[src/rtl/core/sci_pkg.sv]
// ----------------------------------------------------------------------------
// sci_pkg
// Types and constants shared by the serial port front end, queue and engine.
// ----------------------------------------------------------------------------
package sci_pkg;

  localparam logic [2:0] OP_TICK     = 3'd0;
  localparam logic [2:0] OP_BUS_RD   = 3'd1;
  localparam logic [2:0] OP_BUS_WR   = 3'd2;
  localparam logic [2:0] OP_LINE_RX  = 3'd3;
  localparam logic [2:0] OP_DMA_WR   = 3'd4;
  localparam logic [2:0] OP_DMA_RD   = 3'd5;

  localparam logic [2:0] REG_SMR = 3'd0;
  localparam logic [2:0] REG_BRR = 3'd1;
  localparam logic [2:0] REG_SCR = 3'd2;
  localparam logic [2:0] REG_TDR = 3'd3;
  localparam logic [2:0] REG_SSR = 3'd4;
  localparam logic [2:0] REG_RDR = 3'd5;
  localparam logic [2:0] REG_NONE = 3'd7;

  localparam logic CFG_BASE = 1'b0;
  localparam logic CFG_EXT  = 1'b1;

  localparam logic [7:0] SSR_CLEARABLE = 8'hF8;
  localparam logic [7:0] MASK7         = 8'h7F;
  localparam logic [7:0] SSR_ERRORS    = 8'h38;

  typedef struct packed {
    logic [2:0]  operation;
    logic [31:0] address;
    logic [7:0]  data;
    logic        rx_multiproc_bit;
    logic        rx_framing_error;
    logic        rx_parity_error;
  } in_item_t;

  typedef struct packed {
    logic [7:0] read_data;
    logic       tx_valid;
    logic [7:0] tx_byte;
    logic       tx_multiproc_bit;
    logic       tx_irq;
    logic       rx_irq;
    logic       error_irq;
    logic       tx_end_irq;
    logic       rx_dropped;
  } out_item_t;

  // Classified request handed from the front end to the engine.
  typedef struct packed {
    logic [2:0] op;
    logic [2:0] sel;
    logic [7:0] data;
    logic [2:0] rx_attr;
  } cmd_t;

endpackage

[src/rtl/core/sci_ram.sv]
// ----------------------------------------------------------------------------
// sci_ram
// Generic single-write, single-read RAM with registered read data.
// ----------------------------------------------------------------------------
module sci_ram #(
  parameter int Width = 8,
  parameter int Depth = 16
) (
  input  logic                     clk_i,
  input  logic                     we_i,
  input  logic [$clog2(Depth)-1:0] waddr_i,
  input  logic [Width-1:0]         wdata_i,
  input  logic [$clog2(Depth)-1:0] raddr_i,
  output logic [Width-1:0]         rdata_o
);
  logic [Width-1:0] mem_q [Depth];

  always_ff @(posedge clk_i) begin
    if (we_i) begin
      mem_q[waddr_i] <= wdata_i;
    end
    rdata_o <= mem_q[raddr_i];
  end
endmodule

[src/rtl/core/sci_front.sv]
// ----------------------------------------------------------------------------
// sci_front
// Accepts items, decodes the register offset and queues classified requests.
// ----------------------------------------------------------------------------
module sci_front (
  input  logic                clk_i,
  input  logic                rst_ni,
  input  logic                push_i,
  output logic                full_o,
  input  sci_pkg::in_item_t   item_i,
  input  logic [31:0]         base_i,
  output logic                cmd_valid_o,
  output sci_pkg::cmd_t       cmd_o,
  input  logic                cmd_take_i
);
  import sci_pkg::*;

  cmd_t       buf_q [2];
  logic [1:0] cnt_q;
  logic       wp_q, rp_q;
  logic [31:0] offset;
  cmd_t       cmd_in;
  logic       acc;

  assign offset = item_i.address - base_i;
  always_comb begin
    cmd_in.op      = item_i.operation;
    cmd_in.data    = item_i.data;
    cmd_in.rx_attr = {item_i.rx_parity_error, item_i.rx_framing_error,
                      item_i.rx_multiproc_bit};
    if (offset < 32'd6) begin
      cmd_in.sel = offset[2:0];
    end else begin
      cmd_in.sel = REG_NONE;
    end
  end

  assign full_o      = (cnt_q == 2'd2);
  assign acc         = push_i && !full_o;
  assign cmd_valid_o = (cnt_q != 2'd0);
  assign cmd_o       = buf_q[rp_q];

  always_ff @(posedge clk_i) begin
    if (acc) begin
      buf_q[wp_q] <= cmd_in;
    end
  end

  always_ff @(posedge clk_i or negedge rst_ni) begin
    if (!rst_ni) begin
      cnt_q <= 2'd0;
      wp_q  <= 1'b0;
      rp_q  <= 1'b0;
    end else begin
      if (acc) wp_q <= ~wp_q;
      if (cmd_take_i) rp_q <= ~rp_q;
      cnt_q <= cnt_q + {1'b0, acc} - {1'b0, cmd_take_i};
    end
  end

  assert property (@(posedge clk_i) disable iff (!rst_ni) cnt_q <= 2'd2)
    else $error("request queue count overflow");
  assert property (@(posedge clk_i) disable iff (!rst_ni) cmd_take_i |-> cmd_valid_o)
    else $error("request taken from empty queue");
  assert property (@(posedge clk_i) disable iff (!rst_ni)
    (cnt_q == 2'd0 && acc) |=> cnt_q == 2'd1)
    else $error("request lost on entry");
endmodule

[src/rtl/core/sci_engine.sv]
// ----------------------------------------------------------------------------
// sci_engine
// Register file, transmit/receive timing and receive frame queue.
// ----------------------------------------------------------------------------
module sci_engine #(
  parameter int RxQueueDepth = 16,
  parameter int TimeWidth    = 24
) (
  input  logic                clk_i,
  input  logic                rst_ni,
  input  logic                cmd_valid_i,
  input  sci_pkg::cmd_t       cmd_i,
  output logic                cmd_take_o,
  input  logic [23:0]         ext_bit_i,
  output logic                res_valid_o,
  output sci_pkg::out_item_t  res_o,
  input  logic                res_take_i
);
  import sci_pkg::*;

  localparam int QAW = $clog2(RxQueueDepth);
  localparam int CW  = $clog2(RxQueueDepth + 1);
  localparam logic [TimeWidth-1:0] TMAX = {TimeWidth{1'b1}};

  // A request runs as issue (queue read launched), then execute.
  logic        busy_q;
  cmd_t        cur_q;
  logic [7:0]  smr_q, brr_q, scr_q, tdr_q, ssr_q, rdr_q, seen_q, sb_q;
  logic        smpb_q;
  logic [TimeWidth-1:0] txr_q, rxr_q;
  logic [QAW-1:0] head_q;
  logic [CW-1:0]  cnt_q;
  logic        ov_q;
  out_item_t   ov_res_q;
  logic [10:0] rdata;

  // Frame time, registered from current mode so the multiply is off the
  // execute path. Mode registers change only through requests, and each request
  // passes through issue before execute, so the registered value is current.
  logic [TimeWidth-1:0] ft_q;
  logic [41:0] bit_st;
  logic [45:0] frame_w;
  logic [3:0]  nbits;
  always_comb begin
    if (scr_q[1] && ext_bit_i != 24'd0) begin
      bit_st = {18'd0, ext_bit_i};
    end else begin
      bit_st = ({33'd0, brr_q + 9'd0} + 42'd1) << (5 + 2 * smr_q[1:0] - (smr_q[7] ? 3 : 0));
    end
    if (smr_q[7]) nbits = 4'd8;
    else nbits = 4'd1 + (smr_q[6] ? 4'd7 : 4'd8) + ((smr_q[2] || smr_q[5]) ? 4'd1 : 4'd0)
                 + (smr_q[3] ? 4'd2 : 4'd1);
    frame_w = bit_st * nbits;
  end
  always_ff @(posedge clk_i) begin
    ft_q <= (frame_w > {{(46-TimeWidth){1'b0}}, TMAX}) ? TMAX : frame_w[TimeWidth-1:0];
  end

  logic         q_we;
  logic [QAW-1:0] q_wa;
  logic [QAW:0]   q_sum;
  sci_ram #(.Width(11), .Depth(RxQueueDepth)) u_rxq (
    .clk_i(clk_i), .we_i(q_we), .waddr_i(q_wa),
    .wdata_i({cur_q.rx_attr, cur_q.data}), .raddr_i(head_q), .rdata_o(rdata));

  logic exec;
  assign res_valid_o = ov_q;
  assign res_o       = ov_res_q;
  assign exec        = busy_q && (!ov_q || res_take_i);
  assign cmd_take_o  = cmd_valid_i && !busy_q;

  logic [7:0] smr_d, brr_d, scr_d, tdr_d, ssr_d, rdr_d, seen_d, sb_d;
  logic       smpb_d;
  logic [TimeWidth-1:0] txr_d, rxr_d;
  logic [QAW-1:0] head_d;
  logic [CW-1:0]  cnt_d;
  out_item_t r;

  always_comb begin
    logic [7:0] clr, byt;
    logic mpb, fer, per, skip, sev, mpf;
    smr_d = smr_q; brr_d = brr_q; scr_d = scr_q; tdr_d = tdr_q; ssr_d = ssr_q;
    rdr_d = rdr_q; seen_d = seen_q; sb_d = sb_q; smpb_d = smpb_q;
    txr_d = txr_q; rxr_d = rxr_q; head_d = head_q; cnt_d = cnt_q;
    q_we = 1'b0;
    // tail slot, wrapped at the queue depth
    q_sum = {1'b0, head_q} + (QAW+1)'(cnt_q);
    q_wa = (q_sum >= (QAW+1)'(RxQueueDepth)) ? QAW'(q_sum - (QAW+1)'(RxQueueDepth))
                                              : q_sum[QAW-1:0];
    r = '0; clr = '0; skip = 1'b0;
    sev = !smr_q[7] && smr_q[6];
    mpf = !smr_q[7] && smr_q[2];
    byt = rdata[7:0]; mpb = rdata[8]; fer = rdata[9]; per = rdata[10];
    unique case (cur_q.op)
      OP_TICK: begin
        if (txr_q != '0) begin
          txr_d = txr_q - 1'b1;
          if (txr_d == '0) begin
            r.tx_valid = 1'b1; r.tx_byte = sb_q; r.tx_multiproc_bit = smpb_q;
            if (scr_q[5] && !ssr_q[7] && (ssr_q & SSR_ERRORS) == '0) begin
              sb_d = sev ? (tdr_q & MASK7) : tdr_q;
              smpb_d = mpf && ssr_q[0];
              txr_d = ft_q; ssr_d[7] = 1'b1;
            end else if (ssr_q[7]) ssr_d[2] = 1'b1;
          end
        end
        if (rxr_q != '0) begin
          rxr_d = rxr_q - 1'b1;
          if (rxr_d == '0 && cnt_q != '0) begin
            head_d = (head_q == QAW'(RxQueueDepth - 1)) ? '0 : head_q + 1'b1;
            cnt_d = cnt_q - 1'b1;
            if (scr_q[4]) begin
              if (smr_q[7]) begin fer = 1'b0; per = 1'b0; mpb = 1'b0; end
              else if (mpf || !smr_q[5]) per = 1'b0;
              if (mpf) begin
                ssr_d[1] = mpb;
                if (scr_q[3]) begin
                  if (mpb) scr_d[3] = 1'b0; else skip = 1'b1;
                end
              end
              if (!skip) begin
                if ((ssr_d & SSR_ERRORS) == '0) begin
                  if (ssr_d[6]) ssr_d[5] = 1'b1;
                  else begin
                    rdr_d = sev ? (byt & MASK7) : byt;
                    if (!fer && !per) ssr_d[6] = 1'b1;
                  end
                end
                if (fer) ssr_d[4] = 1'b1;
                if (per) ssr_d[3] = 1'b1;
              end
            end
            rxr_d = (cnt_d != '0) ? ft_q : '0;
          end
        end
      end
      OP_BUS_RD: begin
        unique case (cur_q.sel)
          REG_SMR: r.read_data = smr_q;
          REG_BRR: r.read_data = brr_q;
          REG_SCR: r.read_data = scr_q;
          REG_TDR: r.read_data = tdr_q;
          REG_SSR: begin seen_d = seen_q | (ssr_q & SSR_CLEARABLE); r.read_data = ssr_q; end
          REG_RDR: r.read_data = rdr_q;
          default: r.read_data = 8'hFF;
        endcase
      end
      OP_BUS_WR: begin
        unique case (cur_q.sel)
          REG_SMR: smr_d = cur_q.data;
          REG_BRR: brr_d = cur_q.data;
          REG_SCR: begin
            scr_d = cur_q.data;
            if (scr_q[5] && !cur_q.data[5]) begin
              txr_d = '0; ssr_d[7] = 1'b1; ssr_d[2] = 1'b1;
            end
          end
          REG_TDR: tdr_d = cur_q.data;
          REG_SSR: begin
            clr = ~cur_q.data & seen_q & SSR_CLEARABLE;
            if (!scr_q[5]) clr[7] = 1'b0;
            ssr_d = (ssr_q & ~clr & 8'hFE) | {7'd0, cur_q.data[0]};
            seen_d = seen_q & ~clr;
            if (clr[7]) ssr_d[2] = 1'b0;
            if ((clr & (SSR_ERRORS | 8'h80)) != '0 && scr_q[5] && !ssr_d[7]
                && txr_q == '0 && (ssr_d & SSR_ERRORS) == '0) begin
              sb_d = sev ? (tdr_q & MASK7) : tdr_q;
              smpb_d = mpf && ssr_d[0];
              txr_d = ft_q; ssr_d[7] = 1'b1;
            end
          end
          default: ;
        endcase
      end
      OP_LINE_RX: begin
        if (cnt_q >= CW'(RxQueueDepth)) r.rx_dropped = 1'b1;
        else begin
          q_we = exec; cnt_d = cnt_q + 1'b1;
          if (rxr_q == '0) rxr_d = ft_q;
        end
      end
      OP_DMA_WR: begin
        tdr_d = cur_q.data;
        if (scr_q[5]) begin
          ssr_d[7] = 1'b0; ssr_d[2] = 1'b0;
          if (txr_q == '0 && (ssr_q & SSR_ERRORS) == '0) begin
            sb_d = sev ? (cur_q.data & MASK7) : cur_q.data;
            smpb_d = mpf && ssr_q[0];
            txr_d = ft_q; ssr_d[7] = 1'b1;
          end
        end
      end
      OP_DMA_RD: begin ssr_d[6] = 1'b0; r.read_data = rdr_q; end
      default: ;
    endcase
    r.tx_irq     = scr_d[7] && ssr_d[7];
    r.rx_irq     = scr_d[6] && ssr_d[6];
    r.error_irq  = scr_d[6] && ((ssr_d & SSR_ERRORS) != '0);
    r.tx_end_irq = scr_d[2] && ssr_d[2];
  end

  always_ff @(posedge clk_i) begin
    if (cmd_take_o) cur_q <= cmd_i;
    if (exec) ov_res_q <= r;
  end

  always_ff @(posedge clk_i or negedge rst_ni) begin
    if (!rst_ni) begin
      busy_q <= 1'b0; ov_q <= 1'b0;
      smr_q <= 8'h00; brr_q <= 8'hFF; scr_q <= 8'h00; tdr_q <= 8'hFF;
      ssr_q <= 8'h84; rdr_q <= 8'h00; seen_q <= 8'h00; sb_q <= 8'hFF;
      smpb_q <= 1'b0; txr_q <= '0; rxr_q <= '0; head_q <= '0; cnt_q <= '0;
    end else begin
      if (cmd_take_o) busy_q <= 1'b1;
      else if (exec) busy_q <= 1'b0;
      if (exec) ov_q <= 1'b1;
      else if (res_take_i) ov_q <= 1'b0;
      if (exec) begin
        smr_q <= smr_d; brr_q <= brr_d; scr_q <= scr_d; tdr_q <= tdr_d;
        ssr_q <= ssr_d; rdr_q <= rdr_d; seen_q <= seen_d; sb_q <= sb_d;
        smpb_q <= smpb_d; txr_q <= txr_d; rxr_q <= rxr_d;
        head_q <= head_d; cnt_q <= cnt_d;
      end
    end
  end

  assert property (@(posedge clk_i) disable iff (!rst_ni) cnt_q <= CW'(RxQueueDepth))
    else $error("receive queue count overflow");
  assert property (@(posedge clk_i) disable iff (!rst_ni) exec |-> busy_q)
    else $error("execute without a request");
  assert property (@(posedge clk_i) disable iff (!rst_ni) (cnt_q == '0) |-> (rxr_q == '0))
    else $error("receive timer running with empty queue");
endmodule

[src/rtl/core/serial_comm_interface_uart.sv]
// ----------------------------------------------------------------------------
// serial_comm_interface_uart
// Serial port with SMR/BRR/SCR/TDR/SSR/RDR registers and a receive queue.
// ----------------------------------------------------------------------------
// Each item yields one result. Inside the engine an item goes through queue
// read issue, then execute; no new item is taken until the last has executed,
// and execute waits while an unpopped result is held. The front queue absorbs
// a burst of two. Frame time follows mode register changes in the next cycle.
module serial_comm_interface_uart #(
  parameter int RX_QUEUE_DEPTH = 16,
  parameter int TIME_WIDTH     = 24
) (
  input  logic                clk_i,
  input  logic                rst_ni,
  input  logic                push,
  output logic                full,
  input  sci_pkg::in_item_t   in_item_i,
  output logic                empty,
  input  logic                pop,
  output sci_pkg::out_item_t  out_item_o,
  input  logic                cfg_we_i,
  input  logic                cfg_index_i,
  input  logic [31:0]         cfg_data_i
);
  import sci_pkg::*;

  logic [31:0] base_q;
  logic [23:0] ext_q;
  logic        cmd_valid, cmd_take, res_valid;
  cmd_t        cmd;

  always_ff @(posedge clk_i or negedge rst_ni) begin
    if (!rst_ni) begin
      base_q <= '0; ext_q <= '0;
    end else if (cfg_we_i) begin
      if (cfg_index_i == CFG_BASE) base_q <= cfg_data_i;
      else ext_q <= cfg_data_i[23:0];
    end
  end

  sci_front u_front (
    .clk_i, .rst_ni, .push_i(push), .full_o(full), .item_i(in_item_i),
    .base_i(base_q), .cmd_valid_o(cmd_valid), .cmd_o(cmd), .cmd_take_i(cmd_take));

  sci_engine #(.RxQueueDepth(RX_QUEUE_DEPTH), .TimeWidth(TIME_WIDTH)) u_engine (
    .clk_i, .rst_ni, .cmd_valid_i(cmd_valid), .cmd_i(cmd), .cmd_take_o(cmd_take),
    .ext_bit_i(ext_q), .res_valid_o(res_valid), .res_o(out_item_o),
    .res_take_i(pop && res_valid));

  assign empty = !res_valid;
endmodule
[config.mk]
export PLATFORM = sky130hd
export DESIGN_NAME = serial_comm_interface_uart
export DESIGN_NICKNAME = d
export VERILOG_FILES = /design/src/rtl/core/sci_pkg.sv /design/src/rtl/core/sci_ram.sv /design/src/rtl/core/sci_front.sv /design/src/rtl/core/sci_engine.sv /design/src/rtl/core/serial_comm_interface_uart.sv
export SDC_FILE = /design/constraint.sdc
export NUM_CORES = 1
export LEC_CHECK = 0
export ABC_AREA = 1
export BUFFER_PORTS_ARGS = -buffer_cell sky130_fd_sc_hd__buf_4
export CORE_MARGIN = 2
export CORE_UTILIZATION = 50
export DETAILED_ROUTE_END_ITERATION = 6
export PLACE_DENSITY = 0.73
export SLEW_MARGIN = 20
export SYNTH_ARGS = -nofsm -noshare
export SYNTH_HDL_FRONTEND = slang
export SYNTH_HIERARCHICAL = 1
export SYNTH_SLANG_ARGS = --single-unit
[constraint.sdc]
create_clock -name clk_i -period 6.5 [get_ports clk_i]
set_input_delay 0.325 -clock clk_i [delete_from_list [all_inputs] [get_ports clk_i]]
set_output_delay 0.325 -clock clk_i [all_outputs]
set_load 0.01 [all_outputs]
==> results by group <==
Status
  – Run status: finished, final reports clean

Route
  – DRC Markers: 0
  – Detailed-routing iteration count for the pre-antenna-repair pass: 6
  – Detailed-route wire length per cell: 16.6 um
  – Routed Antenna Nets: 0
  – Vias per std cell: roughly 5.4
  – Drt first-iter violations: ~2500
  – Via count: 27200
  – Wirelength, routed: between 80 and 90 mm

Die
  – Boundary pin count: approximately 110
  – Core Area: around 61000 um2
  – Die W: roughly 250 um
  – Die footprint: ~64000 um2
  – # rows: slightly above 90
  – DIE HEIGHT: about 250 um
  – Initial core utilization: 0.502

Synthesis
  – Post-synthesis average cell area: roughly 7.5 um2
  – Share of the synthesized area in the top cell type: 0.244
  – Post-synth top flop: sky130_fd_sc_hd__edfxtp_1
  – Post-synth EDFFs: 250
  – Portion of the post-synthesis area used by sequential elements: 0.414
  – Number of different library cells in the post-synthesis netlist: between 50 and 60
  – Post-synthesis cell type with the largest combined area: sky130_fd_sc_hd__edfxtp_1
  – Warnings from Yosys: 6
  – Area of the mapped netlist: 30800 um2
  – Number of storage elements in the synthesis netlist: roughly 470
  – Dominant cells by area after synthesis: sky130_fd_sc_hd__edfxtp_1 (24%), sky130_fd_sc_hd__nand2_1 (15%), sky130_fd_sc_hd__dfrtp_1 (13%)
  – Gate count of the mapped netlist: 4114
  – Share of flip-flops with an asynchronous set or reset: 0.388

Power
  – Final Power: 0.0146 W
  – Worst voltage drop across the vdd grid: about 0.00032 V
  – Cell area power density: about 420 nW/um2
  – Leak pwr: 16.8 nW

Placement
  – Routability-driven placement congestion ratio: around 0.99
  – Worst setup timing slack at the placement stage: about 0.44 ns
  – PortBufs: ~110
  – Sum of net half-perimeters after detailed placement: approximately 61 mm

Worst setup path
  – Arrival time worst endpoint: 6.48 ns
  – Kind of capture point of the worst setup path: register
  – Largest driver fanout on the critical path: 24
  – Critical Path Most Common Cell: sky130_fd_sc_hd__nor2_1
  – Crit-path slowest cell: sky130_fd_sc_hd__dfstp_2
  – Category of the critical setup timing path: register to register
  – Largest stage delay, worst path: roughly 0.61 ns
  – Required @ worst endpoint: ~7.0 ns
  – Kind of launch point of the worst setup path: register

Global route
  – Total GRT Usage: 0.266
  – Via count of the first global-routing pass: 25800
  – Initial antenna violation count: 1
  – Largest net degree at the start of global routing: roughly 90
  – First-pass GRT wire length: 135 mm
  – Total global routing overflow: 0

CTS
  – Inserted Clock Buffers: between 40 and 50
  – Buffers from clock root to sink, at most: 3
  – Clock slew at reported path FFs: 0.06 ns
  – Root Buffer Master: sky130_fd_sc_hd__clkbuf_16
  – Clock latency reported for the late side of the worst-skew pair: a little over 0.6 ns
  – TritonCTS clock tree: done
  – # clock sinks: approximately 470
  – Htree depth: 2

Run
  – Max cap viols: 0

STA
  – Worst setup skew after layout: ~0.037 ns
  – Maximum achievable frequency: between 150 and 200 MHz
  – Final period util: 0.928
  – Slew Viols, Final: 0
  – Final Setup Violations: 0
  – Final hold slack: 0.102 ns
  – RSZ-0062 raised after global routing: no
  – Relative slew slack: 0.213
  – Slew at the pin closest to its max-slew limit: about 1.2 ns
  – Crit path time final: roughly 6 ns
  – Endpoints failing hold: 0
  – Worst Setup Slack, final: ~0.47 ns
  – Final total negative setup slack: 0 ns

Finish
  – Layout-stage area growth over the synthesis result: 12.1%
  – Post-route core utilization: 0.563
  – Layout fillers: about 5700
  – Net count of the finished layout: ~4500
  – Most frequent cells in the layout: sky130_fd_sc_hd__nand2_1 (1201), sky130_fd_sc_hd__inv_1 (678), sky130_fd_sc_hd__nor2_1 (379)
  – Fraction of layout instances using a drive strength above 1: 0.0823
  – Most common cell after layout, fill and taps aside: sky130_fd_sc_hd__nand2_1

Worst hold path
  – Type of the worst min-delay path: primary input to register
==> worst paths after layout <==
check | start | endpoint | slack (ns) | depth (start not counted)
setup / recovery | u_engine/brr_q[0] | u_engine/ft_q[21] | 0.47 | 31
hold / removal | pop | u_engine/res_valid_o | 0.10 | 6
setup reg to reg | u_engine/brr_q[0] | u_engine/ft_q[21] | 0.47 | 31
hold reg to reg | u_engine/u_rxq/rdata_o[0] | u_engine/rdr_q[0] | 0.43 | 2
max in group asynchronous | rst_ni | ext_q[18] | 4.79 | 3
min in group asynchronous | rst_ni | u_engine/rxr_q[18] | 0.31 | 2
==> metal layers <==
layer	track usage	up-vias	share of wire	wire length, um
li1	-	13400	-	-
met1	0.351	12600	0.43	36100
met2	0.450	996	0.47	39900
met3	0.0346	186	0.065	5460
met4	0.0943	0	0.036	3060
met5	0	-	0	0
==> final cells by class <==
type,count,area (um2),share of cell area
flip-flops and latches,466,12800,0.370
clock buffers,61,1270,0.0368
repair buffers,188,1540,0.0444
multi-input cells,2852,15000,0.433
clock inverters,27,407,0.0118
well taps,790,988,0.0286
inverters,695,2610,0.0756
diodes,1,2.50,0.0000724
==> cells by family (layout without fill, tap and decap cells) <==
| logic type | Yosys count | after routing | synth area share |
|---|---|---|---|
| fa+ha+maj | 167 | 167 | 0.0831 |
| compound gates | 401 | 401 | 0.0721 |
| simple gates | 2182 | 2182 | 0.301 |
| xor+xnor | 67 | 67 | 0.0190 |
| buf+inv | 811 | 971 | 0.104 |
| flops | 466 | 466 | 0.414 |
| mux | 18 | 18 | 0.00654 |
| other cells | 2 | 18 | 0.000244 |
==> synth_stat cells (8+ instances only) <==
library cell and instances:
sky130_fd_sc_hd__a21oi_1 130, sky130_fd_sc_hd__a22oi_1 9, sky130_fd_sc_hd__buf_2 41, sky130_fd_sc_hd__buf_4 10, sky130_fd_sc_hd__buf_6 8, sky130_fd_sc_hd__clkbuf_1 55, sky130_fd_sc_hd__dfrtp_1 155, sky130_fd_sc_hd__dfstp_2 26
sky130_fd_sc_hd__dfxtp_1 35, sky130_fd_sc_hd__edfxtp_1 250, sky130_fd_sc_hd__fa_1 63, sky130_fd_sc_hd__ha_1 104, sky130_fd_sc_hd__inv_1 679, sky130_fd_sc_hd__inv_2 9, sky130_fd_sc_hd__mux2_2 17, sky130_fd_sc_hd__nand2_1 1201
sky130_fd_sc_hd__nand2_2 15, sky130_fd_sc_hd__nand3_1 368, sky130_fd_sc_hd__nand3b_1 14, sky130_fd_sc_hd__nand4_1 74, sky130_fd_sc_hd__nor2_1 390, sky130_fd_sc_hd__nor2_2 14, sky130_fd_sc_hd__nor2_4 10, sky130_fd_sc_hd__nor3_1 41
sky130_fd_sc_hd__nor4_1 23, sky130_fd_sc_hd__o211ai_1 17, sky130_fd_sc_hd__o21ai_0 162, sky130_fd_sc_hd__o21ai_1 19, sky130_fd_sc_hd__o21ai_2 8, sky130_fd_sc_hd__o22ai_1 19, sky130_fd_sc_hd__or2_2 12, sky130_fd_sc_hd__xnor2_1 21
sky130_fd_sc_hd__xor2_1 46
==> stage by stage <==
step | instances | area, um2
after floorplan | 4129 | 30900
after global placement | 4944 | 32400
after detailed placement | 4944 | 32400
after CTS | 5079 | 34500
after global routing | 5079 | 34500
final | 5080 | 34500
==> registers in the layout (all words and copies together) (netlist names), 11 cells and up <==
name                    count
u_front/buf_q              34
u_engine/res_o             23
u_engine/u_rxq/rdata_o     11
ext_q                      24
u_engine/txr_q             24
u_engine/cur_q             17
base_q                     32
u_engine/ft_q              24
u_engine/u_rxq/mem_q      176
u_engine/rxr_q             24
==> worst max-delay path: cells and delay by family, from the launching register on <==
kind	cells	cell delay, ns
compound gates	3	0.84
fa+ha+maj	4	1.65
buf+inv	5	0.48
flops	1	0.61
simple gates	19	2.32
==> power by group <==
part | internal (W) | switching, W
logic | 0.00241 | 0.00483
clock network | 0.00172 | 0.00120
registers | 0.00385 | 0.000563
==> what timing repair did <==
action,in CTS,in global routing
hold buffers,47,0
endpoints found under the setup margin,0,24
gates resized for setup,0,1
endpoints found under the hold margin,139,0
setup buffers,0,0
Power figures use the tool's default switching activity.
